`src/sv/tsmi_pkg.sv`:
```
// Shared types and constants for the timed servo motion interpolator.
// No dependencies.
package tsmi_pkg;
   localparam int unsigned NUM_BOARDS = 2;
   localparam int unsigned CHANNELS_PER_BOARD = 16;
   localparam int unsigned TOTAL_CH = NUM_BOARDS * CHANNELS_PER_BOARD;
   localparam int unsigned CH_W = $clog2(TOTAL_CH);
   localparam logic [16:0] HOLD_MS = 17'd500;
   localparam logic [7:0] FULL_ANGLE = 8'd180;

   localparam logic [1:0] REQ_MOVE = 2'd0;
   localparam logic [1:0] REQ_TICK = 2'd1;
   localparam logic [1:0] REQ_LIMITS = 2'd2;

   localparam logic [1:0] ACT_PULSE = 2'd0;
   localparam logic [1:0] ACT_DISABLE = 2'd1;
   localparam logic [1:0] ACT_MARKER = 2'd2;

   localparam logic [1:0] REG_TRAVEL = 2'd0;

   // classified request passed from front to back
   typedef struct packed {
      logic [1:0] kind;
      logic [CH_W-1:0] idx;
      logic [7:0] target;
      logic [15:0] move_time;
      logic [11:0] lim_min;
      logic [11:0] lim_max;
   } cmd_type;

   typedef struct packed {
      logic out_board;
      logic [3:0] out_channel;
      logic [11:0] pulse_width;
      logic [1:0] action;
      logic last;
   } rsp_type;
endpackage

```
`src/sv/tsmi_if.sv`:
```
// Valid/ready channel interfaces for request and response.
// No dependencies.
interface tsmi_req_if;
   logic valid;
   logic ready;
   logic [1:0] req_type;
   logic board_sel;
   logic [3:0] channel_sel;
   logic [7:0] target_pos;
   logic [15:0] move_time;
   logic [11:0] limit_min;
   logic [11:0] limit_max;
   modport source(output valid, req_type, board_sel, channel_sel, target_pos,
                  move_time, limit_min, limit_max, input ready);
   modport sink(input valid, req_type, board_sel, channel_sel, target_pos,
                move_time, limit_min, limit_max, output ready);
endinterface


```
`src/sv/tsmi_front.sv`:
```
// Front end: accepts requests, drops invalid ones, queues commands.
// Depends on tsmi_pkg and tsmi_if.
module tsmi_front (
   input  logic clock,
   input  logic reset,
   tsmi_req_if.sink req,
   output tsmi_pkg::cmd_type cmd,
   output logic cmd_valid,
   input  logic cmd_pop
);
   import tsmi_pkg::*;

   // two-entry queue
   cmd_type q_ff [2];
   logic [1:0] cnt_ff, cnt_in;
   logic push, keep;
   cmd_type c;

   assign req.ready = (cnt_ff != 2'd2);
   assign keep = (req.req_type == REQ_MOVE) || (req.req_type == REQ_TICK)
               || (req.req_type == REQ_LIMITS);
   assign push = req.valid && req.ready && keep;
   assign cmd_valid = (cnt_ff != 2'd0);
   assign cmd = q_ff[0];

   always_comb begin
      c.kind = req.req_type;
      c.idx = CH_W'({req.board_sel, req.channel_sel});
      c.target = (req.target_pos > FULL_ANGLE) ? FULL_ANGLE : req.target_pos;
      c.move_time = req.move_time;
      c.lim_min = req.limit_min;
      c.lim_max = req.limit_max;
      cnt_in = cnt_ff + 2'(push) - 2'(cmd_pop);
   end

   always_ff @(posedge clock) begin
      if (reset) cnt_ff <= '0;
      else cnt_ff <= cnt_in;
      if (cmd_pop) begin
         q_ff[0] <= (cnt_ff == 2'd2) ? q_ff[1] : c;
         if (push) q_ff[1] <= c;
      end else if (push) begin
         if (cnt_ff == 2'd0) q_ff[0] <= c;
         else q_ff[1] <= c;
      end
   end
endmodule

```
`src/flat_wrapper.sv`:
```
// flat-port wrapper written by rule: the top's interface ports become plain ports
module tsmi_front_flat import tsmi_pkg::*;
  (clock, reset, cmd, cmd_valid, cmd_pop, req_valid, req_req_type, req_board_sel, req_channel_sel, req_target_pos, req_move_time, req_limit_min, req_limit_max, req_ready);
  tsmi_req_if req_i ();
  input  logic clock;
  input  logic reset;
  output tsmi_pkg::cmd_type cmd;
  output logic cmd_valid;
  input  logic cmd_pop;
  input wire logic [$bits(req_i.valid)-1:0] req_valid;
  input wire logic [$bits(req_i.req_type)-1:0] req_req_type;
  input wire logic [$bits(req_i.board_sel)-1:0] req_board_sel;
  input wire logic [$bits(req_i.channel_sel)-1:0] req_channel_sel;
  input wire logic [$bits(req_i.target_pos)-1:0] req_target_pos;
  input wire logic [$bits(req_i.move_time)-1:0] req_move_time;
  input wire logic [$bits(req_i.limit_min)-1:0] req_limit_min;
  input wire logic [$bits(req_i.limit_max)-1:0] req_limit_max;
  output wire logic [$bits(req_i.ready)-1:0] req_ready;
  assign req_i.valid = req_valid;
  assign req_i.req_type = req_req_type;
  assign req_i.board_sel = req_board_sel;
  assign req_i.channel_sel = req_channel_sel;
  assign req_i.target_pos = req_target_pos;
  assign req_i.move_time = req_move_time;
  assign req_i.limit_min = req_limit_min;
  assign req_i.limit_max = req_limit_max;
  assign req_ready = req_i.ready;
  tsmi_front u_core (.clock(clock), .reset(reset), .req(req_i), .cmd(cmd), .cmd_valid(cmd_valid), .cmd_pop(cmd_pop));
endmodule
```
`config.mk`:
```
export PLATFORM = sky130hd
export DESIGN_NAME = tsmi_front_flat
export DESIGN_NICKNAME = d
export VERILOG_FILES = /design/src/sv/tsmi_pkg.sv /design/src/sv/tsmi_if.sv /design/src/sv/tsmi_front.sv /design/src/flat_wrapper.sv
export SDC_FILE = /design/constraint.sdc
export NUM_CORES = 1
export LEC_CHECK = 0
export ABC_CLOCK_PERIOD_IN_PS = 6700
export BUFFER_PORTS_ARGS = -buffer_cell sky130_fd_sc_hd__buf_2
export CAP_MARGIN = 30
export CORE_ASPECT_RATIO = 1.4
export CORE_MARGIN = 3
export CORE_UTILIZATION = 45
export CTS_CLUSTER_DIAMETER = 200
export DETAILED_ROUTE_END_ITERATION = 16
export PLACE_DENSITY = 0.69
export SYNTH_ARGS = -nofsm -noshare
export SYNTH_HDL_FRONTEND = slang
export SYNTH_SLANG_ARGS = --single-unit
```
`constraint.sdc`:
```
create_clock -name clock -period 6.7 [get_ports clock]
set_input_delay 0.335 -clock clock [delete_from_list [all_inputs] [get_ports clock]]
set_output_delay 0.335 -clock clock [all_outputs]
set_load 0.02 [all_outputs]
```
### After elaboration in Yosys (flattened, before gate mapping)

Memories as Yosys holds them, arrays and structs flattened.
Index checks and enable logic that the tools add are counted.

| storage, ports and cells | value |
|---|---|
| register bits | 2 |
| bits in writable memories | 110 |
| bits of input ports | 59 |
| output and inout port bits | 57 |
| word-level logic and storage cells | 35 |
| memories | 1 |

| operators by class | value |
|---|---|
| $add $sub $neg | 2 |
| order comparisons | 1 |
| eq/ne operators | 4 |
| multiplexer cells | 17 |
| bitwise operators | 2 |
| reduce and logical (&&, ||, !) cells | 7 |

Memories:

| memory | words | width | read ports | clocked after memory_dff | wr ports | line | RTL |
|---|---|---|---|---|---|---|---|
| u_core.q_ff | 2 | 55 | 2 | 0 | 2 | tsmi_front.sv:14 | `cmd_type q_ff [2];` |

Operator list:

| kind | number |
|---|---|
| 55-bit two-way mux | 3 |
| 1-bit two-way mux | 13 |
| 8-bit > comparator (second input constant) | 1 |
| 8-bit two-way mux | 1 |
| 2-bit equality test (second input constant) | 2 |
| 2-bit logical NOT | 2 |
| 2-bit by 1-bit adder with 2-bit output | 1 |
| 2-bit by 1-bit equality test with 1-bit output (second input constant) | 1 |
| 1-bit logical AND | 2 |
| 1-bit logical OR | 2 |
| 2-bit inequality test (second input constant) | 1 |
| 1-bit bitwise OR | 2 |
| 2-bit nonzero test | 1 |
| 2-bit by 1-bit subtractor with 2-bit output | 1 |

### Longest topological paths before layout

Gate-level depths: netlist (run 1).

| logic depth | value |
|---|---|
| word-level depth | 8 |
| mapped depth | 8 |
| depth with buffers taken out | 7 |

### Worst setup path before layout (run 1)

No wires, ideal clock.

| path | value |
|---|---|
| path kind | register to register |
| start point | register u_core.cnt_ff[1] |
| end point | memory u_core.q_ff[0][0] (netlist name), enable pin |
| library setup time | 0.544 ns |
| data arrival time | 4.561 ns |
| data required time | 6.156 ns |
| slack | 1.596 ns |
| cell stages (with the launch flop) | 3 |
| buffers on the path | 0 |
| cells stage by stage | dfxtp_1 -> or2_1 -> o21ai_0 |

RTL lines:

| item | line | RTL |
|---|---|---|
| start: declaration | tsmi_front.sv:15 | `logic [1:0] cnt_ff, cnt_in;` |
| start signal: assignment | tsmi_front.sv:38 | `else cnt_ff <= cnt_in;` |
| end: declaration | tsmi_front.sv:14 |  |

### Final worst setup path (run 1)

| path | value |
|---|---|
| start point | register u_core.cnt_ff[1] |
| end point | output req_ready |

| between the ends | value |
|---|---|
| word-level cells in the longest chain between the ends | 1 |

RTL lines:

| item | line | RTL |
|---|---|---|
| 2-bit inequality test | tsmi_front.sv:19 | `assign req.ready = (cnt_ff != 2'd2);` |
| end: declaration | flat_wrapper.sv:18 | `output wire logic [$bits(req_i.ready)-1:0] req_ready;` |

Every way passes these cells.

==> impl_results.md, run 1 <==
- Status: completed
- Hold Slack: 0.167 ns
- Layout Nets: just under 500
- Vias per cell: ~4.5
- Async SR Flop Fraction: 0%
- Largest cells by area after synthesis: edfxtp_1 71%, nand2_1 12%, buf_4 8.9%
- Vias in the first global route: between 2,000 and 2,500
- Diode count: 0
- Hold WC Path Type: in2reg
- Post-CTS setup buffers: 0
- Routed WL: between 7 and 8 mm
- Pin count of the biggest net entering global routing: 58
- Num rows: 43
- Fmax: 386 MHz
- Final Hold Vio Count: 0
- EDFF count, synth: 110
- H-tree depth: 3
- Count leader, synth: nand2_1
- Syn. warnings: 0
- Setup Crit Path Kind: reg2out
- 1st-pass router iterations: 4
- Synth Instances: around 370
- Setup TNS: 0 ns
- Die width: 92.0 um
- Via count: 2,611
- I/O pin count: 116
- Synth Area per Inst: around 12 um^2
- Initial Util: 46.5%
- Yosys cell types: 28
- Final ANT Viol Nets: 0
- Die Y: 126 um
- Critical-path top delay cell: inv_2
- Fin Clk Skew: 0.00720 ns
- Post-Syn Area: 4660 um^2
- CTS buffer count: 9
- CP Launch Type: flip-flop
- RSZ-0062 raised after global routing: false
- Clock transition at path regs: 0.07 ns
- GRT Total Usage: 13.8%
- Tcrit/Tclk final: approximately two fifths
- GPL Wtd Cong: ~0.79
- Crit path max fanout: between 50 and 60
- Non-filler cells, final: 575
- DRC violation count after routing: 0
- Cell taking the most area after synthesis: edfxtp_1
- Share of cells above drive strength 1: a little under a third
- # hold bufs at CTS: 0
- Clock sink count: 112
- Share of the synthesized area in the top cell type: 70.9%
- Wire length per cell: 13.9 um
- Starting DRC count in detailed routing: roughly 150
- Main synth FF type: edfxtp_1
- CP max stage delay: 0.53 ns
- Clk buf depth: 2
- CP cell instances: nor2b_4, buf_4, inv_2, buf_2
- CTS root buffer: clkbuf_16
- Slew margin rel.: 39.2%
- Area growth, synth to finish: 12.6%
- Max-cap violations: 0
- Global-route wire length before repair: 12.3 mm
- Post-CTS sizing: 0
- Die Area: between 10,000 and 15,000 um^2
- Initial antenna violation count: 0
- Synth Net Count: 434
- Final Setup Violations: 0
- Leak: 0.00226 uW
- Measured slew at the worst slew-check pin: between 0.9 and 1 ns
- PD cells: 342 nW/um^2
- Final Critical Period: 2.59 ns
- Most frequent cells after synthesis: 150 x nand2_1, 110 x edfxtp_1, 55 x buf_4
- DP Cell Count: ~560
- Final HPWL DP: between 5 and 6 mm
- Post-synthesis sequential area ratio: 71.8%
- Clock Latency Late Sink: 0.33 ns
- CP endpoint kind: output pin
- I/O Buffers: 115
- Critical Path AT: 2.25 ns
- Yosys reg bits: 112
- CTS tree: yes
- Layout Utilization: ~52%
- CP required: 6.36 ns
- Peak VDD IR: 0.173 mV
- Core area: 10,000 um^2
- Grt ovf: 0
- Max Slew Vio Count: 0
## path summary, 6_finish.rpt
check | slack [ns] | endpoint | from | cells after the start
max | 4.11 | req_ready | u_core.cnt_ff[1] | 4
min | 0.17 | u_core.cnt_ff[0] | reset | 2
max reg2reg | 4.39 | u_core.q_ff[0][42] | u_core.cnt_ff[1] | 5
min reg2reg | 0.51 | u_core.q_ff[0][52] | u_core.q_ff[0][107] | 2
## layout by cell type, fill, tap and decap left out, types with 3 or more instances in the layout
| master | Yosys | layout |
|---|---|---|
| nor2_1 | 8 | 8 |
| nand2_1 | 150 | 150 |
| buf_4 | 55 | 3 |
| edfxtp_1 | 110 | 110 |
| clkbuf_1 | 6 | 3 |
| inv_1 | 4 | 4 |
| buf_2 | 6 | 115 |
| clkbuf_16 | 0 | 9 |
| and2_1 | 5 | 5 |
## power breakdown
part	leakage [uW]	internal (uW)	switching, uW
sequential	0.00108	911	28.1
clock	0.000126	250	220
combinational	0.00105	117	266
## layer usage
metal,wire length [um],global-route usage (%),vias to the layer above
met5,0,0,-
met4,146,7.09,0
met3,427,3.38,10
met2,4160,23.1,78
met1,3260,16.6,1208
li1,-,-,1315
## flip-flops by register name, summed over array words and instances (netlist names)
register and count:
u_core.cnt_ff 2, u_core.q_ff 110
## cell type report
class | instances | area [um^2]
repair buffers | 118 | 598
multi-input cells | 189 | 857
well taps | 135 | 169
inverters | 5 | 18.8
clock inverters | 4 | 21.3
fillers | 925 | 4760
clock buffers | 12 | 236
flip-flops and latches | 112 | 3340
## worst max-delay path: cells and delay by family, from the launching register on
| family | cells | cell delay (ns) |
|---|---|---|
| simple gates | 1 | 0.15 |
| buf+inv | 3 | 1.32 |
| flops | 1 | 0.38 |
## stage by stage
step	power [uW]	cell area (um^2)	setup WS, ns
finish	1790	5240	4.11
global route	1880	5240	3.91
CTS	1820	5240	4.07
detailed placement	1350	4990	4.39
global placement	1330	4990	4.44
floorplan	1300	4660	1.60
## cell families (layout without fill, tap and decap cells)
group                      Yosys count  count (layout)  share of synthesized area [%]
adders and majority gates            2               2                          0.537
muxes                                3               3                          0.672
buffers and inverters               72             139                           10.4
DFF                                112             112                           71.8
and+or+nand+nor                    172             172                           14.7
AOI/OAI and AO/OA                   11              11                           1.75
xor gates and xnor gates             1               1                          0.188
No activity file was read; power rests on OpenSTA's default activity.
==> inputs of run 2 (changes only) <==
- ABC_CLOCK_PERIOD_IN_PS: 6700 -> 2100
- PLACE_DENSITY: 0.69 -> 0.72
- clock period: 6.7 -> 2.1 ns (I/O delays scaled with it)
==> impl_results.md, run 2 (same netlist as run 1, synthesis figures left out) <==
- Most used cell, CP: nand2_1
- Setup TNS: 0 ns
- Clock Latency Late Sink: 0.34 ns
- Share of cells above drive strength 1: 28.6%
- Tcrit/Tclk final: 79.8%
- Hold WC Path Type: in2reg
- H-tree depth: 3
- Die Area: approximately 12,000 um^2
- Slew margin rel.: ~71%
- CP required: 2.19 ns
- Clk pwr share: 27.6%
- Grt ovf: 0
- 1st-pass router iterations: 4
- CP cell instances: nor2b_4, inv_2, buf_4, nand2_1, nand2_1
- Critical-path top delay cell: dfxtp_1
- DRC violation count after routing: 0
- RSZ-0062 raised after global routing: false
- Peak VDD IR: 0.568 mV
- Combinational power share: 22.3%
- Commonest cells after routing, fill and taps aside: 150 x nand2_1, 115 x buf_2, 110 x edfxtp_1
- # hold bufs at CTS: 48
- Clk buf depth: 2
- PD cells: 1030 nW/um^2
- Fmax: 596 MHz
- Via count: slightly below 3,000
- Global-route wire length before repair: ~14 mm
- Final Critical Period: 1.68 ns
- GPL Wtd Cong: about 0.78
- Die Y: 126 um
- I/O Buffers: 115
- Vias in the first global route: between 2,000 and 3,000
- Die width: 92.0 um
- Fill count: between 800 and 900
- Wire length per cell: approximately 14 um
- Post-CTS setup buffers: 0
- Max-cap violations: 0
- Routed WL: 8.77 mm
- Top reg by flops: u_core.q_ff
- Reg power frac: 50.1%
- Crit path max fanout: 30
- Final ANT Viol Nets: 0
- Switching part of the total power: 28.4%
- CTS root buffer: clkbuf_16
- Final Hold Vio Count: 0
- Leak: 0.00249 uW
- P_int: 4280 uW
- Largest register FFs: 110
- Setup Crit Path Kind: reg2reg
- Worst slack, placed: 0.413 ns
- GRT Total Usage: 15.4%
- Num rows: 43
- Core area: 10,000 um^2
- Switching power: 1700 uW
- Max Slew Vio Count: 0
- Final HPWL DP: around 5.6 mm
- Layout Nets: 546
- Commonest non-fill, non-tap cell in the layout: nand2_1
- Vias per cell: about 4.6
- Layout Utilization: about 58%
- Post-CTS sizing: 0
- Overall Power: 5970 uW
- CTS buffer count: 9
- Measured slew at the worst slew-check pin: 0.427 ns
- CTS tree: yes
- Fin Clk Skew: 0.00541 ns
- Final Setup Violations: 0
- Pin count of the biggest net entering global routing: 56
- Biggest regs: u_core.q_ff: 110 flops, u_core.cnt_ff: 2 flops
- Initial Util: 46.5%
- CP endpoint kind: flip-flop
- Starting DRC count in detailed routing: about 150
- Status: completed
- Initial antenna violation count: 0
- Area growth, synth to finish: 24.3%
- Diode count: 0
- PnR worst setup slack: 0.423 ns
- I/O pin count: 116
- Clock sink count: around 110
- CP Launch Type: flip-flop
- CP max stage delay: about 0.38 ns
- Clock transition at path regs: 0.07 ns
- Flop2flop setup slack: 0.42 ns
- Critical Path AT: around 1.8 ns
[run 2: power by group through the flow]
stage / Sequential [uW] / Combinational, uW / Clock [uW]
final: 2990 / 1330 / 1650
after global placement: 3030 / 1250 / 0
after floorplan: 3020 / 1110 / 0
after global routing: 3020 / 1460 / 1780
after CTS: 2990 / 1360 / 1690
after detailed placement: 3040 / 1290 / 0
[run 2: stage by stage]
step / area, um^2 / hold WS, ns / cells
2_1_floorplan: 4680 / 0.177 / 373
3_3_place_gp: 5030 / 0.283 / 561
3_5_place_dp: 5030 / 0.290 / 561
4_1_cts: 5790 / 0.0402 / 624
5_1_grt: 5790 / 0.0491 / 624
6_report: 5790 / 0.0454 / 624
[run 2: path summary, 6_finish.rpt]
kind / start / end / cells after the start
setup / recovery: u_core.cnt_ff[1] / u_core.q_ff[0][3] / 5
hold / removal: req_target_pos[7] / u_core.q_ff[0][102] / 1
setup reg to reg: u_core.cnt_ff[1] / u_core.q_ff[0][3] / 5
hold reg to reg: u_core.q_ff[0][94] / u_core.q_ff[0][39] / 2
[run 2: area by class of cell]
class	instances	area (um^2)	share of cell area, %
Sequential cell	112	3340	57.7
Timing Repair Buffer	168	1120	19.3
Clock inverter	5	56.3	0.972
Clock buffer	10	229	3.95
Multi-Input combinational cell	189	857	14.8
Tap cell	135	169	2.92
Inverter	5	18.8	0.324
[run 2: worst max-delay path: cells and delay by family (launching register included)]
family | cells | cell delay [ns]
buffers and inverters | 2 | 0.55
flip-flops | 1 | 0.38
AND/OR/NAND/NOR | 3 | 0.49
[run 2: per-layer routing]
layer  wire (um)  global-route usage, %  vias up
li1            -                      -     1417
met1        3510                   18.4     1354
met2        4520                   26.1       95
met3         396                   2.31       23
met4         344                   9.45        0
met5           0                      0        -
==> inputs of run 3 (changes only) <==
- ABC_CLOCK_PERIOD_IN_PS: 2100 -> 1670
- PLACE_DENSITY: 0.72 -> 0.69
- clock period: 2.1 -> 1.67 ns (I/O delays scaled with it)
==> impl_results.md, run 3 (same netlist as run 1, synthesis figures left out) <==
- 1st-pass router iterations: 4
- Clock transition at path regs: 0.07 ns
- CP required: 1.59 ns
- Measured slew at the worst slew-check pin: 0.372 ns
- Largest register FFs: 110
- Setup TNS: 0 ns
- Die Area: 11,600 um^2
- CTS buffer count: 9
- Via count: 2,921
- I/O Buffers: between 100 and 150
- Starting DRC count in detailed routing: 146
- Initial Util: 46.5%
- CP Launch Type: flip-flop
- Switching part of the total power: around 28%
- PnR worst setup slack: 0.124 ns
- Peak VDD IR: ~0.70 mV
- DP Area: around 5100 um^2
- GRT Total Usage: 16.0%
- Num rows: 43
- Grt ovf: 0
- Final Hold Vio Count: 0
- Max-cap violations: 0
- Final Setup Violations: 0
- Overall Power: 7720 uW
- Critical Path AT: 1.46 ns
- CTS tree: yes
- Setup Crit Path Kind: reg2out
- Die width: 92.0 um
- Diode count: 0
- Biggest regs: u_core.q_ff: 110 flops, u_core.cnt_ff: 2 flops
- Hold WC Path Type: in2reg
- Max Slew Vio Count: 0
- Layout Nets: 548
- Top reg by flops: u_core.q_ff
- Routed WL: 8.83 mm
- Vias per cell: 4.66
- Combinational power share: 22.2%
- I/O pin count: between 100 and 150
- Core area: between 10,000 and 15,000 um^2
- Commonest non-fill, non-tap cell in the layout: nand2_1
- Share of cells above drive strength 1: 29.9%
- Status: completed
- Final Critical Period: 1.55 ns
- Initial antenna violation count: 0
- Reg power frac: 48.7%
- Final HPWL DP: roughly 5.6 mm
- Clk buf depth: 2
- PD cells: 1320 nW/um^2
- CTS root buffer: clkbuf_16
- Post-CTS setup buffers: 0
- Slew margin rel.: 75.2%
- P_int: 5570 uW
- Global-route wire length before repair: 14.5 mm
- Area growth, synth to finish: 25.8%
- GPL Wtd Cong: 0.792
- Die Y: between 100 and 150 um
- Fin Clk Skew: 0.00314 ns
- Leak: between 0.002 and 0.003 uW
- Tcrit/Tclk final: roughly 93%
- CP endpoint kind: output pin
- Final ANT Viol Nets: 0
- RSZ-0062 raised after global routing: false
- Vias in the first global route: between 3,000 and 4,000
- Fmax: between 600 and 700 MHz
- H-tree depth: 3
- DRC violation count after routing: 0
- Switching power: 2150 uW
- Wire length per cell: 14.1 um
- Commonest cells after routing, fill and taps aside: 150 x nand2_1, 115 x buf_2, 110 x edfxtp_1
- Worst slack, placed: 0.153 ns
- Pin count of the biggest net entering global routing: 56
- Flop2flop setup slack: 0.20 ns
- Clk pwr share: 29.0%
- Post-route cell area: about 6000 um^2
- Crit path max fanout: 26
- Clock sink count: 112
- Clock Latency Late Sink: 0.33 ns
[run 3: final timing paths]
check                      start             endpoint  cells past startpoint
max             u_core.cnt_ff[1]            req_ready                      4
min            req_target_pos[7]  u_core.q_ff[0][102]                      1
max reg2reg     u_core.cnt_ff[0]     u_core.cnt_ff[1]                      7
min reg2reg  u_core.q_ff[0][106]   u_core.q_ff[0][51]                      2
[run 3: stage by stage]
step | std cells | hold WS [ns] | util (%)
6_report | 627 | 0.0244 | 58.5
5_1_grt | 627 | 0.0308 | 58.5
4_1_cts | 627 | 0.00358 | 58.5
3_5_place_dp | 563 | 0.264 | 50.5
3_3_place_gp | 563 | 0.260 | 50.5
2_1_floorplan | 373 | 0.155 | -
[run 3: final cells by class]
cell class,instances,area [um^2]
clock inverters,7,95.1
well taps,135,169
inverters,5,18.8
clock buffers,9,225
flip-flops and latches,112,3340
fillers,847,4150
repair buffers,170,1150
multi-input cells,189,860
[run 3: layer usage]
metal | track usage [%] | part of all wire [%] | vias to the layer above
met1 | 17.8 | 39 | 1384
met3 | 2.97 | 4.5 | 23
li1 | - | - | 1419
met5 | 0 | 0 | -
met2 | 28.9 | 53 | 95
met4 | 8.49 | 3.5 | 0
[run 3: what timing repair did]
action	in CTS	in global routing
endpoints found under the setup margin	0	1
hold endpoints to repair	49	0
resized for setup	0	1
hold buffers	48	0
[run 3: worst max-delay path: stages (launching register included)]
cell and delay (ns):
dfxtp_1 0.40, nor2b_4 0.24, inv_2 0.07, buf_4 0.22, buf_2 0.19
[run 3: power groups by stage]
stage                     logic, uW  clock network (uW)  registers, uW
after global placement         1620                   0           3810
after detailed placement       1650                   0           3830
after floorplan                1410                   0           3800
after global routing           1890                2410           3800
after CTS                      1740                2320           3770
final                          1720                2240           3760
